[src/design/gpc_pkg.sv]
package gpc_pkg;
   localparam int MAX_ENTRIES_DEF = 4096;
   localparam int SIZE_W = 13;
   localparam int IDX_W = 12;
   localparam int NUM_W = 22;
   localparam int DIV_W = 14;
   localparam int QBITS = 8;
   localparam int CSR_IDX_W = 3;

   localparam logic [1:0] MODE_NORMAL = 2'd0;
   localparam logic [1:0] MODE_INVERSE = 2'd1;
   localparam logic [1:0] MODE_ZEBRA = 2'd2;
   localparam logic [1:0] MODE_MULTI = 2'd3;

   localparam logic [CSR_IDX_W-1:0] REG_MODE = 3'd0;
   localparam logic [CSR_IDX_W-1:0] REG_COLOR_LOW = 3'd1;
   localparam logic [CSR_IDX_W-1:0] REG_COLOR_HIGH = 3'd2;
   localparam logic [CSR_IDX_W-1:0] REG_STOP_A = 3'd3;
   localparam logic [CSR_IDX_W-1:0] REG_STOP_B = 3'd4;
   localparam logic [CSR_IDX_W-1:0] REG_STOP_C = 3'd5;
   localparam logic [CSR_IDX_W-1:0] REG_STOP_D = 3'd6;
   localparam logic [CSR_IDX_W-1:0] REG_SIZE = 3'd7;

   typedef struct packed {
      logic [31:0] lo;
      logic [31:0] hi;
      logic [SIZE_W-1:0] r;
      logic [SIZE_W-1:0] d;
      logic oor;
   } gpc_item_type;
endpackage

[src/design/gpc_front.sv]
module gpc_front import gpc_pkg::*; #(
   parameter int MAX_ENTRIES = MAX_ENTRIES_DEF
) (
   input  logic clock,
   input  logic reset,
   input  logic csr_we,
   input  logic [CSR_IDX_W-1:0] csr_index,
   input  logic [31:0] csr_wdata,
   input  logic in_valid,
   output logic in_ready,
   input  logic [IDX_W-1:0] in_index,
   output logic head_valid,
   input  logic head_pop,
   output gpc_item_type head_item
);
   logic [1:0] mode_ff;
   logic [31:0] color_low_ff, color_high_ff, stop_a_ff, stop_b_ff, stop_c_ff, stop_d_ff;
   logic [SIZE_W-1:0] size_ff;

   always_ff @(posedge clock) begin
      if (reset) begin
         mode_ff <= MODE_NORMAL;
         color_low_ff <= 32'h0;
         color_high_ff <= 32'hFFFF_FFFF;
         stop_a_ff <= 32'h0;
         stop_b_ff <= 32'h0;
         stop_c_ff <= 32'h0;
         stop_d_ff <= 32'h0;
         size_ff <= SIZE_W'(256);
      end else if (csr_we) begin
         case (csr_index)
            REG_MODE: mode_ff <= csr_wdata[1:0];
            REG_COLOR_LOW: color_low_ff <= csr_wdata;
            REG_COLOR_HIGH: color_high_ff <= csr_wdata;
            REG_STOP_A: stop_a_ff <= csr_wdata;
            REG_STOP_B: stop_b_ff <= csr_wdata;
            REG_STOP_C: stop_c_ff <= csr_wdata;
            REG_STOP_D: stop_d_ff <= csr_wdata;
            REG_SIZE: size_ff <= csr_wdata[SIZE_W-1:0];
            default: ;
         endcase
      end
   end

   // classify the request
   localparam logic [16:0] MAX17 = 17'(MAX_ENTRIES);
   gpc_item_type item;
   logic [SIZE_W-1:0] s, dm;
   logic [SIZE_W+1:0] t3, d1, d2, rr;
   logic inv;

   always_comb begin
      s = ({4'b0, size_ff} > MAX17) ? MAX17[SIZE_W-1:0] : size_ff;
      dm = s - SIZE_W'(1);
      t3 = 15'({3'b0, in_index} * 3);
      d1 = {2'b0, dm};
      d2 = {1'b0, dm, 1'b0};
      inv = (mode_ff == MODE_INVERSE) || (mode_ff == MODE_ZEBRA && !in_index[0]);
      rr = '0;
      item.lo = color_low_ff;
      item.hi = color_high_ff;
      item.r = {1'b0, in_index};
      item.d = s;
      item.oor = 1'b0;
      if ({1'b0, in_index} >= s) begin
         item.lo = '0;
         item.hi = '0;
         item.r = '0;
         item.d = SIZE_W'(1);
         item.oor = 1'b1;
      end else if (mode_ff == MODE_MULTI) begin
         if (dm == '0) begin
            item.lo = stop_a_ff;
            item.hi = stop_a_ff;
            item.r = '0;
            item.d = SIZE_W'(1);
         end else begin
            if (t3 >= d2) begin
               item.lo = stop_c_ff;
               item.hi = stop_d_ff;
               rr = t3 - d2;
            end else if (t3 >= d1) begin
               item.lo = stop_b_ff;
               item.hi = stop_c_ff;
               rr = t3 - d1;
            end else begin
               item.lo = stop_a_ff;
               item.hi = stop_b_ff;
               rr = t3;
            end
            item.r = rr[SIZE_W-1:0];
            item.d = dm;
         end
      end else if (inv) begin
         item.lo = color_high_ff;
         item.hi = color_low_ff;
      end
   end

   // two-entry queue towards the back end
   gpc_item_type mem_ff [2];
   logic wr_ptr_ff, rd_ptr_ff;
   logic [1:0] count_ff;
   logic push, pop;

   assign in_ready = (count_ff != 2'd2);
   assign push = in_valid && in_ready;
   assign head_valid = (count_ff != 2'd0);
   assign pop = head_pop && head_valid;
   assign head_item = mem_ff[rd_ptr_ff];

   always_ff @(posedge clock) begin
      if (reset) begin
         wr_ptr_ff <= 1'b0;
         rd_ptr_ff <= 1'b0;
         count_ff <= 2'd0;
      end else begin
         if (push) wr_ptr_ff <= !wr_ptr_ff;
         if (pop) rd_ptr_ff <= !rd_ptr_ff;
         count_ff <= count_ff + 2'(push) - 2'(pop);
      end
      if (push) mem_ff[wr_ptr_ff] <= item;
   end
endmodule

[src/design/gpc_back.sv]
module gpc_back import gpc_pkg::*; (
   input  logic clock,
   input  logic reset,
   input  logic head_valid,
   output logic head_pop,
   input  gpc_item_type head_item,
   output logic out_valid,
   input  logic out_ready,
   output logic [31:0] out_color,
   output logic out_oor
);
   localparam int NST = QBITS + 1;

   logic [NUM_W-1:0] rem_ff [NST][4];
   logic [QBITS-1:0] q_ff [NST][4];
   logic [DIV_W-1:0] div_ff [NST];
   logic oor_ff [NST];
   logic vld_ff [NST];
   logic adv;

   assign adv = !vld_ff[NST-1] || out_ready;
   assign head_pop = adv;

   logic [NUM_W-1:0] n_in [4];
   logic [SIZE_W-1:0] w;
   always_comb begin
      w = head_item.d - head_item.r;
      for (int c = 0; c < 4; c++) begin
         n_in[c] = NUM_W'(({head_item.lo[c*8 +: 8]} * w + {head_item.hi[c*8 +: 8]} * head_item.r)
                   * 2) + NUM_W'(head_item.d);
      end
   end

   always_ff @(posedge clock) begin
      if (reset) begin
         for (int j = 0; j < NST; j++) vld_ff[j] <= 1'b0;
      end else if (adv) begin
         vld_ff[0] <= head_valid;
         for (int j = 1; j < NST; j++) vld_ff[j] <= vld_ff[j-1];
      end
      if (adv) begin
         div_ff[0] <= {head_item.d, 1'b0};
         oor_ff[0] <= head_item.oor;
         for (int c = 0; c < 4; c++) begin
            rem_ff[0][c] <= n_in[c];
            q_ff[0][c] <= '0;
         end
         // one quotient bit per stage, most significant first
         for (int j = 1; j < NST; j++) begin
            div_ff[j] <= div_ff[j-1];
            oor_ff[j] <= oor_ff[j-1];
            for (int c = 0; c < 4; c++) begin
               if (rem_ff[j-1][c] >= (NUM_W'(div_ff[j-1]) << (QBITS - j))) begin
                  rem_ff[j][c] <= rem_ff[j-1][c] - (NUM_W'(div_ff[j-1]) << (QBITS - j));
                  q_ff[j][c] <= q_ff[j-1][c] | QBITS'(1 << (QBITS - j));
               end else begin
                  rem_ff[j][c] <= rem_ff[j-1][c];
                  q_ff[j][c] <= q_ff[j-1][c];
               end
            end
         end
      end
   end

   assign out_valid = vld_ff[NST-1];
   assign out_oor = oor_ff[NST-1];
   assign out_color = {q_ff[NST-1][3], q_ff[NST-1][2], q_ff[NST-1][1], q_ff[NST-1][0]};
endmodule

[src/design/gradient_palette_color.sv]
// Path from request acceptance to result: the queue register, a blend stage and
// eight divider stages, one quotient bit per stage.
// Throughput: one request per cycle while rsp_tready is held high, set by the fully pipelined divider.
// Reset: synchronous, active high; registers return to their defaults and
// all pipeline and queue contents are dropped.
module gradient_palette_color import gpc_pkg::*; #(
   parameter int MAX_ENTRIES = MAX_ENTRIES_DEF
) (
   input  logic clock,
   input  logic reset,
   input  logic csr_we,
   input  logic [CSR_IDX_W-1:0] csr_index,
   input  logic [31:0] csr_wdata,
   input  logic req_tvalid,
   output logic req_tready,
   input  logic [15:0] req_tdata,   // index[11:0], zero fill
   output logic rsp_tvalid,
   input  logic rsp_tready,
   output logic [31:0] rsp_tdata,   // color[31:0]
   output logic rsp_tuser           // out_of_range
);
   gpc_item_type head_item;
   logic head_valid, head_pop;

   gpc_front #(.MAX_ENTRIES(MAX_ENTRIES)) u_front (
      .clock(clock), .reset(reset),
      .csr_we(csr_we), .csr_index(csr_index), .csr_wdata(csr_wdata),
      .in_valid(req_tvalid), .in_ready(req_tready), .in_index(req_tdata[IDX_W-1:0]),
      .head_valid(head_valid), .head_pop(head_pop), .head_item(head_item)
   );

   gpc_back u_back (
      .clock(clock), .reset(reset),
      .head_valid(head_valid), .head_pop(head_pop), .head_item(head_item),
      .out_valid(rsp_tvalid), .out_ready(rsp_tready),
      .out_color(rsp_tdata), .out_oor(rsp_tuser)
   );
endmodule

[config.mk]
export PLATFORM = sky130hd
export DESIGN_NAME = gradient_palette_color
export DESIGN_NICKNAME = d
export VERILOG_FILES = /design/src/design/gpc_pkg.sv /design/src/design/gpc_front.sv /design/src/design/gpc_back.sv /design/src/design/gradient_palette_color.sv
export SDC_FILE = /design/constraint.sdc
export NUM_CORES = 2
export LEC_CHECK = 0
export ABC_AREA = 1
export BUFFER_PORTS_ARGS = -buffer_cell sky130_fd_sc_hd__clkbuf_2
export CORE_ASPECT_RATIO = 1.75
export CORE_MARGIN = 2
export CORE_UTILIZATION = 52
export CTS_BUF_LIST = sky130_fd_sc_hd__clkbuf_4
export CTS_CLUSTER_DIAMETER = 80
export DETAILED_ROUTE_END_ITERATION = 10
export GPL_TIMING_DRIVEN = 1
export PLACE_DENSITY_LB_ADDON = 0.2
export SLEW_MARGIN = 5
export SYNTH_ARGS = -nofsm -noshare
export SYNTH_HDL_FRONTEND = slang
export SYNTH_SLANG_ARGS = --single-unit
[constraint.sdc]
create_clock -name clock -period 35.9 [get_ports clock]
set_input_delay 7.18 -clock clock [delete_from_list [all_inputs] [get_ports clock]]
set_output_delay 7.18 -clock clock [all_outputs]
set_load 0.005 [all_outputs]
==> run metrics <==
critical path depth 24; Clk Latency, worst-skew pair 1.26 ns; fill count 18,382; # DRC 0; Critical-path top delay cell nor2_2; total grt overflow 0; setup_tns 0 ns; worst hold path stage count 0; number of global-route vias before repair 86,997; WS Path Type input port to register; Met2 Wirelength 193.7 mm; Core Region 197,800 um^2; antenna violations before repair 20; H-tree Lvls 5; Hold Crit Class register to register; Synth Area in Compound Gates 10.19%; Die W 341.1 um; final hold slack 0.3698 ns; crit share post-route 32.35%; Synth Area in Adders 23.27%; first-pass GRT wire length 521.4 mm; first drt pass iteration count 6; max layer used met5; syn avg cell area 8.789 um^2; #FFs+latches synth 1,339; Antenna Nets Post-Route 0; syn_nets 13,322; footprint of the multi-input gates 57,330 um^2; RSZ-0062 raised after global routing no; Die ar. 202,600 um^2; Longest Clk Path Bufs 4; R2R depth 35; Worst-path clk slew 0.07 ns; CP peak stage delay 0.68 ns; largest cells by area after synthesis edfxtp_1 33%, fa_1 14%, ha_1 9.7%, nand2_1 7.6%, inv_1 6.4%; crit-path leading delay family simple AND/OR/NAND/NOR gates; number of flops mapped to enable cells by yosys 1,127; status completed; hold buffer count at CTS 0; DR iter-0 viols 4,509; synth-to-layout area growth 7.515%; Via density 5.585; DR vias 83,002; gr usage total 35.21%; worst-path maximum fanout 35; M1 wire length 94.80 mm; Max Slew Vio Count 0; asr flop ratio synth 0%; fmax 0.08611 GHz; Synth Cell Area 103,400 um^2; Most used DFF post-synth edfxtp_1; Synth Area in XOR/XNOR 4.277%; Synth top area share 32.73%; post_cts resized 0; Die Y 593.9 um; Initial Util 52.26%; quantity of I/O buffers inserted on ports 86; Place WS 23.14 ns; Synth Area in Simple Gates 17.02%; post-synthesis mux area share 0.5676%; CTS tree built; I/O pins 91; CTS buffer count 322; Final Util 56.19%; # rows 216; biggest area consumer among synthesized cells edfxtp_1; Final Worst Setup Slack 24.29 ns; CP arrival 12.53 ns; largest net degree at the start of global routing 150; Crit path top cell by count nand2_1; Worst-Margin Slew 1.418 ns; Critical Path End Type register; Setup violations, final 0; root buffer selected by CTS clkbuf_4; Max transition margin 4.484%; Nets 13,566; WL final 357.4 mm; gp weighted congestion 1.068; per-cell routed wire length 24.05 um; DP HPWL 287.3 mm; synth warn 0; critical path buffer and inverter count 3; CP required 36.81 ns; storage element area 38,090 um^2; Final Hold Fails 0; largest family of logic cells by synthesized area adder cells; Synth cell types 66; CTS Sinks 1,339; Tmin final 11.61 ns; register area share after synthesis 36.84%; Setup Fix Bufs, Post-CTS 0; crit-path cells clkbuf_2 -> ha_1 -> fa_1 -> nand3_1 -> nand3_1 -> nand2_1 -> nand2_1 -> nand2_1 -> nand2_1 -> xor2_1 -> ha_1 -> a21oi_1 -> a21boi_0 -> nand3_1 -> nand2_1 -> nand3_2 -> buf_4 -> nor2_2 -> buf_4 -> nand2_1 -> nand3_1 -> nand2_1 -> nand2_1 -> a21oi_1; DR WL met3 15.90 mm; max-capacitance violation count 0; synthesized instance count 11,763; layout cells sized above 1 7.447%; Setup Skew 0.1093 ns; critical path launch point type input port
-- routing by layer --
layer / GRT usage [%] / up-vias
met5: 0 / -
met4: 42.75 / 2
met3: 5.398 / 1533
met2: 67.65 / 2815
met1: 26.28 / 39302
li1: - / 39350
-- synthesized netlist by cell type, types with 10 or more instances --
master,count
nand3b_1,22
a211oi_1,14
o2111ai_1,13
a21o_1,48
fa_1,700
buf_1,15
and2_1,10
o21ai_1,44
nor4_1,50
mux2_2,13
dfxtp_1,212
ha_1,803
xnor2_1,235
nor3_1,118
edfxtp_1,1127
clkbuf_1,273
o21bai_1,31
clkinv_1,11
a21oi_1,769
o31ai_1,20
o21ai_0,801
o22ai_1,38
nor2_1,1410
a31oi_1,47
inv_1,1758
nand2_1,2093
nand4_1,134
o211ai_1,26
inv_2,13
nand3_1,351
buf_2,46
mux2i_1,44
a21boi_0,15
or2_2,72
o221ai_1,18
o21a_1,22
xor2_1,268
-- registers in the layout (all words and copies together), names as in the netlist, 2 cells and up, named ones only --
| name | cells |
|---|---|
| u_front.stop_d_ff | 32 |
| u_front.mode_ff | 2 |
| u_front.mem_ff | 182 |
| u_front.stop_c_ff | 32 |
| u_back.q_ff | 144 |
| u_front.stop_b_ff | 32 |
| u_front.stop_a_ff | 32 |
| u_front.size_ff | 13 |
| u_front.count_ff | 2 |
| u_front.color_high_ff | 32 |
| u_back.rem_ff | 680 |
| u_back.div_ff | 103 |
| u_back.oor_ff | 9 |
| u_front.color_low_ff | 32 |
| u_back.vld_ff | 9 |
-- worst register-to-register path: cells and delay by family, from the launching register on --
kind / cells / cell delay (ns)
AO/OA/AOI/OAI: 8 / 2.01
XOR/XNOR: 2 / 0.75
adder cells (fa/ha/maj): 9 / 4.11
buffers and inverters: 5 / 1.35
flip-flops: 1 / 0.62
multiplexers: 1 / 0.67
AND/OR/NAND/NOR: 10 / 1.61
-- kinds of logic (layout without fill, tap and decap cells) --
group,after synthesis,after routing
and+or+nand+nor,4292,4292
buffers and inverters,2125,2595
AOI/OAI and AO/OA,1943,1943
adders and majority gates,1503,1503
DFF,1339,1339
xor gates and xnor gates,504,504
muxes,57,57
other,0,13
-- path summary, 6_finish.rpt --
check,startpoint,endpoint,slack [ns]
setup / recovery,req_tdata[1],u_front.mem_ff[0][81],24.29
setup reg to reg,register,u_back.rem_ff[0][19],24.55
hold reg to reg,u_back.oor_ff[0][7],u_back.oor_ff[0][8],0.37
hold / removal,u_back.oor_ff[0][7],u_back.oor_ff[0][8],0.37
-- final cells by class --
cell class	count	share of cell area, %
Tap cell	2616	2.945
Antenna cell	13	0.02927
Timing Repair Buffer	263	1.616
Sequential cell	1339	34.27
Clock buffer	455	3.073
Multi-Input combinational cell	8299	51.58
Inverter	1782	6.033
Clock inverter	95	0.4615
-- metrics by stage --
stage          std cells  cell area, um^2
2_1_floorplan      11763           103400
3_3_place_gp       14299           107200
3_5_place_dp       14299           107200
4_1_cts            14849           111100
5_1_grt            14857           111100
6_report           14862           111200
-- layout by cell type, fill, tap and decap left out, drive strengths merged, types with 26 or more instances in the layout --
master	n
fa	700
dfxtp	212
buf	177
nor4	50
nand4	134
clkinv	93
edfxtp	1127
o211ai	26
xnor2	236
ha	803
o21ai	846
or2	74
nand3	355
o21bai	31
nand2	2099
o22ai	38
mux2i	44
a31oi	47
nor2	1416
inv	1776
xor2	268
clkbuf	541
nor3	118
a21oi	769
a21o	48
Power is left out: the tool's default activity adds up to more than one toggle a clock period on the data nets, which glitch-free logic cannot reach.
